--- src/sv/shdr_pkg.sv ---
// Package for the signal history de-duplication ring.
// Holds the stored entry type, command and status codes, and the FSM state type.
// Depends on nothing; shdr_cell, shdr_head, the top level and the testbench use it.
`default_nettype none

package shdr_pkg;

  localparam int unsigned PARAM_BYTES = 4;
  localparam logic [31:0] PARAM_MASK  = (PARAM_BYTES >= 4) ? 32'hFFFF_FFFF :
                                        32'((64'd1 << (8 * PARAM_BYTES)) - 64'd1);
  localparam logic [47:0] TIME_MAX    = 48'hFFFF_FFFF_FFFF;

  typedef struct packed {
    logic [31:0] code;
    logic [7:0]  bit_length;
    logic [15:0] pulse_length;
    logic [31:0] params;
    logic        inverted;
    logic [15:0] repeat_count;
    logic [47:0] time_ms;
  } entry_t;

  typedef enum logic {
    CMD_UPSERT = 1'b0,
    CMD_SHIFT  = 1'b1
  } cmd_e;

  typedef enum logic [1:0] {
    STATUS_DUP      = 2'd0,
    STATUS_UPDATED  = 2'd1,
    STATUS_INSERTED = 2'd2,
    STATUS_SHIFTED  = 2'd3
  } status_e;

  typedef enum logic [1:0] {
    S_IDLE   = 2'd0,
    S_SCAN   = 2'd1,
    S_COMMIT = 2'd2
  } fsm_e;

  typedef struct packed {
    logic rotate;
    logic load;
  } cell_ctrl_t;

  typedef struct packed {
    logic match;
    logic dup;
  } head_res_t;

endpackage

`default_nettype wire

--- src/sv/shdr_in_if.sv ---
// Input channel of the signal history ring: valid/ready handshake and item payload.
// Depends on nothing.
`default_nettype none

interface shdr_in_if;
  logic               valid;
  logic               ready;
  logic               cmd;
  logic [31:0]        signal_code;
  logic [7:0]         bit_length;
  logic [15:0]        pulse_length;
  logic [31:0]        protocol_params;
  logic               inverted;
  logic [15:0]        repeat_count;
  logic [47:0]        time_ms;
  logic signed [47:0] delta_ms;

  modport source (
    output valid, cmd, signal_code, bit_length, pulse_length, protocol_params,
           inverted, repeat_count, time_ms, delta_ms,
    input  ready
  );

  modport sink (
    input  valid, cmd, signal_code, bit_length, pulse_length, protocol_params,
           inverted, repeat_count, time_ms, delta_ms,
    output ready
  );
endinterface

`default_nettype wire

--- src/sv/shdr_out_if.sv ---
// Result channel of the signal history ring: valid/ready handshake and result payload.
// Depends on nothing.
`default_nettype none

interface shdr_out_if;
  logic       valid;
  logic       ready;
  logic [1:0] status;
  logic [3:0] slot;
  logic [4:0] entry_count;

  modport source (
    output valid, status, slot, entry_count,
    input  ready
  );

  modport sink (
    input  valid, status, slot, entry_count,
    output ready
  );
endinterface

`default_nettype wire

--- src/sv/shdr_cell.sv ---
// One storage cell of the ring: holds a single history entry.
// Rotates in from its neighbor or loads a new item; uses shdr_pkg.
`default_nettype none

module shdr_cell (
  input  wire logic                clk_i,
  input  wire shdr_pkg::cell_ctrl_t ctrl_i,
  input  wire shdr_pkg::entry_t    ring_i,
  input  wire shdr_pkg::entry_t    item_i,
  output shdr_pkg::entry_t         entry_o
);

  shdr_pkg::entry_t entry_q;

  always_ff @(posedge clk_i) begin
    if (ctrl_i.load) begin
      entry_q <= item_i;
    end else if (ctrl_i.rotate) begin
      entry_q <= ring_i;
    end
  end

  assign entry_o = entry_q;

endmodule

`default_nettype wire

--- src/sv/shdr_head.sv ---
// Head unit of the ring: matches, refreshes, rewrites or time-shifts the entry
// that currently sits in the first cell. Uses shdr_pkg.
`default_nettype none

module shdr_head (
  input  wire shdr_pkg::cmd_e    cmd_i,
  input  wire logic              live_i,
  input  wire shdr_pkg::entry_t  query_i,
  input  wire logic signed [47:0] delta_i,
  input  wire logic [31:0]       window_i,
  input  wire shdr_pkg::entry_t  entry_i,
  output shdr_pkg::entry_t       entry_o,
  output shdr_pkg::head_res_t    res_o
);

  logic [49:0] sum;
  logic [48:0] diff;

  always_comb begin
    sum     = {2'b00, entry_i.time_ms} + {{2{delta_i[47]}}, delta_i};
    diff    = {1'b0, query_i.time_ms} - {1'b0, entry_i.time_ms};
    entry_o = entry_i;
    res_o   = '0;
    if (live_i) begin
      unique case (cmd_i)
        shdr_pkg::CMD_SHIFT: begin
          if (sum[49]) begin
            entry_o.time_ms = '0;
          end else if (sum[48]) begin
            entry_o.time_ms = shdr_pkg::TIME_MAX;
          end else begin
            entry_o.time_ms = sum[47:0];
          end
        end
        shdr_pkg::CMD_UPSERT: begin
          if (entry_i.code == query_i.code) begin
            res_o.match = 1'b1;
            res_o.dup   = !diff[48] && (diff[47:0] <= {16'b0, window_i});
            if (res_o.dup) begin
              entry_o.time_ms = query_i.time_ms;
            end else begin
              entry_o = query_i;
            end
          end
        end
        default: ;
      endcase
    end
  end

endmodule

`default_nettype wire

--- src/sv/signal_history_dedup_ring.sv ---
// Signal history ring with de-duplication of repeated codes inside a time window.
// Top level; uses shdr_pkg, shdr_in_if, shdr_out_if, shdr_cell and shdr_head.
//
// The block keeps HISTORY_DEPTH received codes in a ring of cells that rotate by
// one position per cycle during a scan past a single head unit. Each item, upsert or shift,
// takes one full revolution of the ring followed by a commit step; the commit
// waits while the last result is still untaken, and no new item is accepted
// until it is done. An insertion of a new code is written into its slot in the
// commit cycle together with the result.
`default_nettype none

module signal_history_dedup_ring #(
  parameter int unsigned HISTORY_DEPTH = 16
) (
  input  wire logic        clk_i,
  input  wire logic        rst_ni,
  shdr_in_if.sink          in_i,
  shdr_out_if.source       out_o,
  input  wire logic        cfg_we_i,
  input  wire logic [31:0] cfg_wdata_i
);

  localparam int unsigned IDX_W = (HISTORY_DEPTH > 1) ? $clog2(HISTORY_DEPTH) : 1;
  localparam int unsigned CNT_W = $clog2(HISTORY_DEPTH + 1);
  localparam logic [IDX_W-1:0] LAST_IDX = IDX_W'(HISTORY_DEPTH - 1);
  localparam logic [CNT_W-1:0] FULL_CNT = CNT_W'(HISTORY_DEPTH);

  shdr_pkg::fsm_e    state_q, state_d;
  logic [IDX_W-1:0]  step_q;
  logic [IDX_W-1:0]  slot_q;
  logic [IDX_W-1:0]  wp_q, wp_d;
  logic [CNT_W-1:0]  count_q, count_d;
  logic              found_q;
  logic              dup_q;
  logic [31:0]       window_q;
  shdr_pkg::cmd_e    cmd_q;
  shdr_pkg::entry_t  query_q;
  logic signed [47:0] delta_q;

  logic              out_valid_q;
  logic [1:0]        out_status_q;
  logic [3:0]        out_slot_q;
  logic [4:0]        out_count_q;

  logic              accept;
  logic              scanning;
  logic              commit;
  logic              insert;
  logic              live;
  shdr_pkg::entry_t  head_in;
  shdr_pkg::entry_t  head_out;
  shdr_pkg::head_res_t head_res;
  shdr_pkg::status_e status_sel;
  logic [IDX_W-1:0]  slot_sel;
  logic [IDX_W+3:0]  slot_pad;
  logic [CNT_W+4:0]  count_pad;
  shdr_pkg::entry_t  item;

  shdr_pkg::entry_t  cell_out [HISTORY_DEPTH];

  assign accept   = in_i.valid && in_i.ready;
  assign scanning = (state_q == shdr_pkg::S_SCAN);
  assign commit   = (state_q == shdr_pkg::S_COMMIT) && (!out_valid_q || out_o.ready);
  assign insert   = commit && (cmd_q == shdr_pkg::CMD_UPSERT) && !found_q;
  assign live     = scanning && (CNT_W'(step_q) < count_q) &&
                    !((cmd_q == shdr_pkg::CMD_UPSERT) && found_q);

  assign in_i.ready = (state_q == shdr_pkg::S_IDLE);

  assign item.code         = in_i.signal_code;
  assign item.bit_length   = in_i.bit_length;
  assign item.pulse_length = in_i.pulse_length;
  assign item.params       = in_i.protocol_params & shdr_pkg::PARAM_MASK;
  assign item.inverted     = in_i.inverted;
  assign item.repeat_count = in_i.repeat_count;
  assign item.time_ms      = in_i.time_ms;

  assign head_in = cell_out[0];

  shdr_head u_head (
    .cmd_i   (cmd_q),
    .live_i  (live),
    .query_i (query_q),
    .delta_i (delta_q),
    .window_i(window_q),
    .entry_i (head_in),
    .entry_o (head_out),
    .res_o   (head_res)
  );

  for (genvar i = 0; i < HISTORY_DEPTH; i++) begin : g_cell
    shdr_pkg::cell_ctrl_t ctrl;
    shdr_pkg::entry_t     ring_in;

    assign ctrl.rotate = scanning;
    assign ctrl.load   = insert && (wp_q == IDX_W'(i));

    if (i == HISTORY_DEPTH - 1) begin : g_tail
      assign ring_in = head_out;
    end else begin : g_mid
      assign ring_in = cell_out[i+1];
    end

    shdr_cell u_cell (
      .clk_i  (clk_i),
      .ctrl_i (ctrl),
      .ring_i (ring_in),
      .item_i (query_q),
      .entry_o(cell_out[i])
    );
  end

  always_comb begin
    state_d = state_q;
    unique case (state_q)
      shdr_pkg::S_IDLE: begin
        if (accept) begin
          state_d = shdr_pkg::S_SCAN;
        end
      end
      shdr_pkg::S_SCAN: begin
        if (step_q == LAST_IDX) begin
          state_d = shdr_pkg::S_COMMIT;
        end
      end
      shdr_pkg::S_COMMIT: begin
        if (commit) begin
          state_d = shdr_pkg::S_IDLE;
        end
      end
      default: state_d = shdr_pkg::S_IDLE;
    endcase
  end

  always_comb begin
    if (cmd_q == shdr_pkg::CMD_SHIFT) begin
      status_sel = shdr_pkg::STATUS_SHIFTED;
      slot_sel   = '0;
    end else if (found_q) begin
      status_sel = dup_q ? shdr_pkg::STATUS_DUP : shdr_pkg::STATUS_UPDATED;
      slot_sel   = slot_q;
    end else begin
      status_sel = shdr_pkg::STATUS_INSERTED;
      slot_sel   = wp_q;
    end
    wp_d    = wp_q;
    count_d = count_q;
    if (insert) begin
      wp_d = (wp_q == LAST_IDX) ? '0 : wp_q + 1'b1;
      if (count_q < FULL_CNT) begin
        count_d = count_q + 1'b1;
      end
    end
    slot_pad  = {4'b0, slot_sel};
    count_pad = {5'b0, count_d};
  end

  always_ff @(posedge clk_i or negedge rst_ni) begin
    if (!rst_ni) begin
      state_q     <= shdr_pkg::S_IDLE;
      step_q      <= '0;
      wp_q        <= '0;
      count_q     <= '0;
      found_q     <= 1'b0;
      window_q    <= '0;
      out_valid_q <= 1'b0;
    end else begin
      state_q <= state_d;
      wp_q    <= wp_d;
      count_q <= count_d;
      if (cfg_we_i) begin
        window_q <= cfg_wdata_i;
      end
      if (accept) begin
        step_q  <= '0;
        found_q <= 1'b0;
      end else if (scanning) begin
        step_q <= (step_q == LAST_IDX) ? '0 : step_q + 1'b1;
        if (head_res.match) begin
          found_q <= 1'b1;
        end
      end
      if (commit) begin
        out_valid_q <= 1'b1;
      end else if (out_o.ready) begin
        out_valid_q <= 1'b0;
      end
    end
  end

  always_ff @(posedge clk_i) begin
    if (accept) begin
      cmd_q   <= shdr_pkg::cmd_e'(in_i.cmd);
      query_q <= item;
      delta_q <= in_i.delta_ms;
    end
    if (scanning && head_res.match) begin
      dup_q  <= head_res.dup;
      slot_q <= step_q;
    end
    if (commit) begin
      out_status_q <= status_sel;
      out_slot_q   <= slot_pad[3:0];
      out_count_q  <= count_pad[4:0];
    end
  end

  assign out_o.valid       = out_valid_q;
  assign out_o.status      = out_status_q;
  assign out_o.slot        = out_slot_q;
  assign out_o.entry_count = out_count_q;

`ifndef SYNTHESIS
  a_count_bound: assert property (@(posedge clk_i) disable iff (!rst_ni)
    count_q <= FULL_CNT)
    else $error("entry count exceeds the ring depth");

  a_fill_order: assert property (@(posedge clk_i) disable iff (!rst_ni)
    (count_q < FULL_CNT) |-> (CNT_W'(wp_q) == count_q))
    else $error("write pointer out of step with the fill count");

  a_result_from_commit: assert property (@(posedge clk_i) disable iff (!rst_ni)
    $rose(out_valid_q) |-> ($past(state_q) == shdr_pkg::S_COMMIT))
    else $error("result raised outside the commit cycle");

  a_step_idle: assert property (@(posedge clk_i) disable iff (!rst_ni)
    (state_q != shdr_pkg::S_SCAN) |-> (step_q == '0))
    else $error("scan step counter not at rest outside a scan");
`endif

endmodule

`default_nettype wire

--- src/flat_wrapper.sv ---
// flat-port wrapper written by rule: the top's interface ports become plain ports
module signal_history_dedup_ring_flat 
#(
  parameter int unsigned HISTORY_DEPTH = 16
)
  (clk_i, rst_ni, cfg_we_i, cfg_wdata_i, in_i_valid, in_i_cmd, in_i_signal_code, in_i_bit_length, in_i_pulse_length, in_i_protocol_params, in_i_inverted, in_i_repeat_count, in_i_time_ms, in_i_delta_ms, in_i_ready, out_o_valid, out_o_status, out_o_slot, out_o_entry_count, out_o_ready);
  shdr_in_if in_i_i ();
  shdr_out_if out_o_i ();
  input  wire logic clk_i;
  input  wire logic rst_ni;
  input  wire logic cfg_we_i;
  input  wire logic [31:0] cfg_wdata_i;
  input wire logic [$bits(in_i_i.valid)-1:0] in_i_valid;
  input wire logic [$bits(in_i_i.cmd)-1:0] in_i_cmd;
  input wire logic [$bits(in_i_i.signal_code)-1:0] in_i_signal_code;
  input wire logic [$bits(in_i_i.bit_length)-1:0] in_i_bit_length;
  input wire logic [$bits(in_i_i.pulse_length)-1:0] in_i_pulse_length;
  input wire logic [$bits(in_i_i.protocol_params)-1:0] in_i_protocol_params;
  input wire logic [$bits(in_i_i.inverted)-1:0] in_i_inverted;
  input wire logic [$bits(in_i_i.repeat_count)-1:0] in_i_repeat_count;
  input wire logic [$bits(in_i_i.time_ms)-1:0] in_i_time_ms;
  input wire logic [$bits(in_i_i.delta_ms)-1:0] in_i_delta_ms;
  output wire logic [$bits(in_i_i.ready)-1:0] in_i_ready;
  output wire logic [$bits(out_o_i.valid)-1:0] out_o_valid;
  output wire logic [$bits(out_o_i.status)-1:0] out_o_status;
  output wire logic [$bits(out_o_i.slot)-1:0] out_o_slot;
  output wire logic [$bits(out_o_i.entry_count)-1:0] out_o_entry_count;
  input wire logic [$bits(out_o_i.ready)-1:0] out_o_ready;
  assign in_i_i.valid = in_i_valid;
  assign in_i_i.cmd = in_i_cmd;
  assign in_i_i.signal_code = in_i_signal_code;
  assign in_i_i.bit_length = in_i_bit_length;
  assign in_i_i.pulse_length = in_i_pulse_length;
  assign in_i_i.protocol_params = in_i_protocol_params;
  assign in_i_i.inverted = in_i_inverted;
  assign in_i_i.repeat_count = in_i_repeat_count;
  assign in_i_i.time_ms = in_i_time_ms;
  assign in_i_i.delta_ms = in_i_delta_ms;
  assign in_i_ready = in_i_i.ready;
  assign out_o_valid = out_o_i.valid;
  assign out_o_status = out_o_i.status;
  assign out_o_slot = out_o_i.slot;
  assign out_o_entry_count = out_o_i.entry_count;
  assign out_o_i.ready = out_o_ready;
  signal_history_dedup_ring #(.HISTORY_DEPTH(HISTORY_DEPTH)) u_core (.clk_i(clk_i), .rst_ni(rst_ni), .in_i(in_i_i), .out_o(out_o_i), .cfg_we_i(cfg_we_i), .cfg_wdata_i(cfg_wdata_i));
endmodule
--- config.mk ---
export PLATFORM = sky130hd
export DESIGN_NAME = signal_history_dedup_ring_flat
export DESIGN_NICKNAME = d
export VERILOG_FILES = /design/src/sv/shdr_pkg.sv /design/src/sv/shdr_in_if.sv /design/src/sv/shdr_out_if.sv /design/src/sv/shdr_cell.sv /design/src/sv/shdr_head.sv /design/src/sv/signal_history_dedup_ring.sv /design/src/flat_wrapper.sv
export SDC_FILE = /design/constraint.sdc
export NUM_CORES = 2
export LEC_CHECK = 0
export ABC_AREA = 1
export BUFFER_PORTS_ARGS = -buffer_cell sky130_fd_sc_hd__buf_2
export CORE_MARGIN = 10
export CORE_UTILIZATION = 65
export DETAILED_ROUTE_END_ITERATION = 10
export PLACE_DENSITY = 0.8
export SETUP_SLACK_MARGIN = 0.2
export SYNTH_ARGS = -nofsm -noshare
export SYNTH_HDL_FRONTEND = slang
export SYNTH_SLANG_ARGS = --single-unit
export TNS_END_PERCENT = 100
--- constraint.sdc ---
create_clock -name clk_i -period 6.02 [get_ports clk_i]
set_input_delay 1.204 -clock clk_i [delete_from_list [all_inputs] [get_ports clk_i]]
set_output_delay 1.204 -clock clk_i [all_outputs]
set_load 0.01 [all_outputs]
# After elaboration in Yosys (flattened, before gate mapping)
# Index checks and enable logic that the tools add are counted.
# W data, S select, Z words.
totals:
  regBits: 2715
  input_bits: 239
  out_inout_bits: 13
  word_cells: 283
classes:
  addsub: 5
  order_cmp: 3
  n_eq_ne: 22
  mux: 60
  bitwise_logic: 4
  reduce_logical: 55
op_table:
  columns: ["op", "count"]
  rows:
  - ["$mux W153", 34]
  - ["$mux W105", 2]
  - ["$mux W48", 2]
  - ["$pmux W48 S2", 1]
  - ["$add A49 B48 Y50", 1]
  - ["$sub A48 B48 Y49", 1]
  - ["$le A48 B32 Y1", 1]
  - ["$reduce_bool A2 Y1", 19]
  - ["$eq A4 B4 Y1 const B", 9]
  - ["$eq A32 B32 Y1", 1]
  - ["$logic_and A1 B1 Y1", 25]
  - ["$mux W4", 5]
  - ["$eq A4 B3 Y1 const B", 4]
  - ["$mux W2", 6]
  - ["$mux W5", 2]
  - ["$add A4 B1 Y4 const B", 2]
  - ["$eq A4 B2 Y1 const B", 2]
  - ["$mux W1", 7]
  - ["$pmux W2 S3", 1]
  - ["$add A5 B1 Y5 const B", 1]
  - ["$lt A4 B5 Y1", 1]
  - ["$lt A5 B5 Y1 const B", 1]
  - ["$eq A4 B1 Y1 const B", 1]
  - ["$logic_not A1 Y1", 4]
  - ["12 further kinds", 16]

# Logic depth before layout (Yosys ltp)
logic_depth:
  ltp_word: 9
  depth_mapped: 28

# Modules after synthesis
# From an unflattened synthesis, not the netlist that was laid out.
hier_totals:
  hier_cells: 13270
  area_unflattened_um2: 126154.7
modules_own_cells:
  columns: ["mod", "instances", "cells_each", "area_per_inst_um2", "seq_area_each_um2"]
  rows:
  - ["shdr_cell", 16, 647, 6583.8, 4594.4]
  - ["shdr_head", 1, 2471, 11937.7, 0.0]
  - ["signal_history_dedup_ring", 1, 447, 8876.0, 7772.5]

# Worst setup path after synthesis
# OpenSTA, ideal clock, no wires.
synth_timing:
  path_kind: "input to register"
  startpoint: "input port in_i_valid"
  endpoint: "register u_core.step_q[1]"
  setup_ns: 0.123
  arrival_time_ns: 4.443
  t_required_ns: 5.897
  setup_slack_ns: 1.454
  path_stages: 4
  path_buffers: 0
  cell_sequence: "nand2_1 -> inv_1 -> nor2_1 -> a32o_1"
synth_via:
  elab_chain_cells: 2
  word_cells_on_any_way: 3
  classes_between: "1 x mux; 2 x reduce/logical"
synth_lines:
  columns: ["element", "line", "rtl"]
  rows:
  - ["from (decl)", "flat_wrapper.sv:13", "input wire logic [$bits(in_i_i.valid)-1:0] in_i_valid;"]
  - ["$logic_and A1 B1 Y1 (*)", "signal_history_dedup_ring.sv:61", "assign accept = in_i.valid && in_i.ready;"]
  - ["net u_core.accept", "signal_history_dedup_ring.sv:45", "logic accept;"]
  - ["$mux W4 or $reduce_bool A2 Y1 (tied branches)", null, null]
  - ["to (signal assigned)", "signal_history_dedup_ring.sv:178", "step_q <= (step_q == LAST_IDX) ? '0 : step_q + 1'b1;"]
  - ["to (decl)", "signal_history_dedup_ring.sv:29", "logic [IDX_W-1:0] step_q;"]
# The timed path passes the listed nets; every way through them passes the cells marked *.
# A chain may end at the register's enable or synchronous reset.

# Worst setup path after layout
layout_timing:
  startpoint: "register u_core.query_q[0] in the netlist's numbering"
  endpoint: "register u_core.dup_q (data pin)"
layout_via:
  elab_chain_cells: 3
  word_cells_on_any_way: 4
  classes_between: "1 x add/sub; 1 x order compare; 2 x reduce/logical"
layout_lines:
  columns: ["element", "line", "rtl"]
  rows:
  - ["from (decl)", "signal_history_dedup_ring.sv:37", "shdr_pkg::entry_t query_q;"]
  - ["from (signal assigned)", "signal_history_dedup_ring.sv:194", "query_q <= item;"]
  - ["$sub A48 B48 Y49 (*)", "shdr_head.sv:21", "diff = {1'b0, query_i.time_ms} - {1'b0, entry_i.time_ms};"]
  - ["$le A48 B32 Y1 or $logic_not A1 Y1 (tied branches)", "shdr_head.sv:38", "res_o.dup = !diff[48] && (diff[47:0] <= {16'b0, window_i});"]
  - ["$logic_and A1 B1 Y1 (*)", "shdr_head.sv:38", null]
  - ["to (signal assigned)", "signal_history_dedup_ring.sv:198", "dup_q <= head_res.dup;"]
  - ["to (decl)", "signal_history_dedup_ring.sv:34", "logic dup_q;"]
# Every way passes the cells marked *; elsewhere a longest branch is shown, timed or not.

==> results.sh <==
export IMPL_initial_core_util_pct=65.7
export IMPL_cts_root_buf="clkbuf_16"
export IMPL_seqPwrFrac_pct=46.3
export IMPL_hold_end="u_core.g_cell[14].u_cell.entry_o[34]"
export IMPL_yosys_warnings=0
export IMPL_slew_viol_final=0
export IMPL_cts_tree="yes"
export IMPL_dp_hpwl_um=130000
export IMPL_fin_ws_ps=1320
export IMPL_drv_cap=0
export IMPL_syn_area_um2=69300
export IMPL_worst_path_largest_cell_delay_ps=430
export IMPL_area_delta_synth_final_pct=9.54
export IMPL_antennaDiodeCount=0
export IMPL_die_area_um2=120000
export IMPL_timing_slew_headroom_pct=24.3
export IMPL_cts_buffers=146
export IMPL_cp_buffers_inverters=2
export IMPL_hold_start="u_core.g_cell[15].u_cell.entry_o[34]"
export IMPL_synth_seq_cells=1474
export IMPL_grt_pass1_vias=49900
export IMPL_min_period_ps=4700
export IMPL_layoutNonFillerInstCount=8361
export IMPL_synth_cell_types=50
export IMPL_p_per_area_nw_per_um2=592
export IMPL_r2r_setup_slack_ps=1320
export IMPL_hp_class="reg -> reg"
export IMPL_crit_type="reg -> reg"
export IMPL_wl_um=204000
export IMPL_p_int_mw=28.3
export IMPL_placementRows=119
export IMPL_finalSetupViolations=0
export IMPL_cts_max_level=4
export IMPL_power_share_clock_pct=20.0
export IMPL_clock_path_buffers=3
export IMPL_overflow=0
export IMPL_drc=0
export IMPL_rsz0062_at_grt="no"
export IMPL_cp_arrival_ps=5330
export IMPL_setup_worst_path_start_class="flip-flop"
export IMPL_final_layout_size_suffix_gt1_share_pct=8.54
export IMPL_finalInstanceArea_um2=75900
export IMPL_r2r_end="u_core.dup_q"
export IMPL_dpl_worst_slack_ps=1150
export IMPL_ios=252
export IMPL_die_y_um=347
export IMPL_ys_seq_area_share_pct=63.5
export IMPL_die_x_um=347
export IMPL_finalHoldViolCount=0
export IMPL_fill_cells=7326
export IMPL_finalSetupTns_ps=0
export IMPL_coreArea_um2=106000
export IMPL_clock_fmax_ghz=0.213
export IMPL_period_share_pct=78.0
export IMPL_comb_power_share_pct=33.7
export IMPL_power_leakage_nw=32.2
export IMPL_cp_slowest_cell="inv_1"
export IMPL_reg2reg_depth=26
export IMPL_clkTransAtPathRegs_ps=60
export IMPL_grt_pass1_wl_um=306000
export IMPL_place_area_um2=71300
export IMPL_min_path_cells=2
export IMPL_status="completed"
export IMPL_cts_resized=0
export IMPL_io_buffer_count=178
export IMPL_syn_inst=6863
export IMPL_clock_skew_ps=39.6
export IMPL_path_delay_family="simple AND/OR/NAND/NOR gates"
export IMPL_syn_avg_cell_area_um2=10.1
export IMPL_power_switching_mw=16.6
export IMPL_wl_per_cell_um=24.4
export IMPL_r2r_start="u_core.query_q[0]"
export IMPL_antenna_found_initial=0
export IMPL_drt_pass1_iter_count=6
export IMPL_ys_flop_type="edfxtp_1"
export IMPL_cp_max_fo=17
export IMPL_insertion_delay_ps=790
export IMPL_synth_edf_count=1425
export IMPL_grt_usage_pct=33.4
export IMPL_gp_congestion=0.997
export IMPL_cts_hold_buf=0
export IMPL_cp_end_kind="flip-flop"
export IMPL_syn_num_nets=7242
export IMPL_nNetsFinal=7241
export IMPL_tightestPinTransition_ps=1140
export IMPL_async_flop_share_pct=3.32
export IMPL_grt_start_max_net_pins=161
export IMPL_vias=51600
export IMPL_ir_drop_uv=769
export IMPL_viasPerCell=6.17
export IMPL_swShare_pct=37.0
export IMPL_crit_path_frequent_cell="nand2_1"
export IMPL_postCtsSetupBuffers=0
export IMPL_placedCellCount=8105
export IMPL_postRouteAntennaNets=0
export IMPL_crit_required_ps=6650
export IMPL_first_iter_violations=6767
export IMPL_cts_sinks=1474
-- how the worst max path moves through the flow --
| stage | start | end | slack [ps] | cells past startpoint |
|---|---|---|---|---|
| 4_1_cts | u_core.query_q[0] | u_core.dup_q | 1340 | 23 |
| 5_1_grt | u_core.query_q[0] | u_core.dup_q | 900 | 26 |
| 2_1_floorplan | in_i_valid | u_core.step_q[1] | 1450 | 4 |
| 6_report | u_core.query_q[0] | u_core.dup_q | 1320 | 26 |
| 3_5_place_dp | out_o_ready | u_core.g_cell[4].u_cell.entry_o[124] | 1150 | 8 |
| 3_3_place_gp | out_o_ready | u_core.g_cell[4].u_cell.entry_o[124] | 1240 | 8 |
-- tightest hold or removal path, cell delays in order (launching register included) --
cell and delay (ps):
edfxtp_1 320, nand2_1 40, o21ai_0 60
-- layer usage --
| metal | vias to the layer above | wire (um) | part of all wire (%) | global-route usage [%] |
|---|---|---|---|---|
| met4 | 0 | 7680 | 3.8 | 12.2 |
| li1 | 23500 | - | - | - |
| met2 | 3307 | 94700 | 46 | 53.5 |
| met1 | 24400 | 77100 | 38 | 44.9 |
| met3 | 438 | 24400 | 12 | 7.58 |
| met5 | - | 0 | 0 | 0 |
-- power by group through the flow --
stage	combinational, mW	clock [mW]	sequential [mW]
finish	15.2	8.98	20.8
global route	16.8	9.39	21.2
CTS	15.0	9.01	20.7
detailed placement	14.8	0	20.7
global placement	14.3	0	20.6
floorplan	9.90	0	20.2
-- cell usage after synthesis (all sizes together) (7+ instances only) --
master  number  area share [%]
a21o         7           0.076
xor2        46            0.58
xnor2       40            0.51
dfrtp       49             1.8
ha         138             2.5
o21ai     1393              10
nand2     2027              11
nor4         8           0.072
buf        149             1.2
nor2       284             1.6
edfxtp    1425              62
or2          9           0.081
o21bai      23            0.25
clkbuf     248             1.3
inv        519             2.8
a21oi      234             1.8
nor3        26            0.20
nand3      167             1.5
nand4       45            0.53
-- kinds of logic after synthesis --
logic type | count (synthesis) | synth area share (%)
compound gates | 1676 | 12.4
xor+xnor | 86 | 1.09
fa+ha+maj | 140 | 2.55
buf+inv | 917 | 5.34
flops | 1474 | 63.5
mux | 1 | 0.0162
simple gates | 2569 | 15.1
-- through the flow --
| step | util (%) | total power [mW] | hold slack [ps] |
|---|---|---|---|
| 6_report | 71.9 | 44.9 | 495 |
| 5_1_grt | 71.9 | 47.4 | 520 |
| 4_1_cts | 71.9 | 44.7 | 493 |
| 3_5_place_dp | 67.5 | 35.5 | 509 |
| 3_3_place_gp | 67.5 | 34.9 | 494 |
| 2_1_floorplan | - | 30.1 | 474 |
-- area by class of cell --
cell class | count | area (um2) | area share [%]
Clock buffer | 200 | 4060 | 5.34
Clock inverter | 56 | 596 | 0.784
Inverter | 520 | 1960 | 2.58
Multi-Input combinational cell | 4472 | 21800 | 28.8
Sequential cell | 1474 | 44000 | 58.0
Tap cell | 1391 | 1740 | 2.29
Timing Repair Buffer | 248 | 1720 | 2.26
-- placed cells by master, fill, tap and decap left out, types with 40 or more instances in the layout --
| master | count |
|---|---|
| nand2_1 | 1995 |
| buf_4 | 46 |
| nand3_1 | 130 |
| ha_1 | 138 |
| a21oi_1 | 205 |
| buf_2 | 178 |
| nor2_1 | 268 |
| o21ai_0 | 1331 |
| clkbuf_16 | 153 |
| edfxtp_1 | 1425 |
| xnor2_1 | 40 |
| xor2_1 | 46 |
| dfrtp_1 | 49 |
| inv_1 | 498 |
| clkbuf_1 | 42 |
| o21ai_1 | 62 |
-- state kept, by name (all words and copies together), names as in the netlist --
name,cells
u_core.g_cell.u_cell.entry_o,1280
u_core.query_q,80
u_core.delta_q,48
u_core.window_q,32
u_core.count_q,5
u_core.out_o.entry_count,5
u_core.out_o.slot,4
u_core.slot_q,4
u_core.step_q,4
u_core.wp_q,4
u_core.out_o.status,2
u_core.state_q,2
u_core.cmd_q,1
u_core.dup_q,1
u_core.found_q,1
u_core.out_o.valid,1
Note: power is estimated with default switching activity, not from simulation.
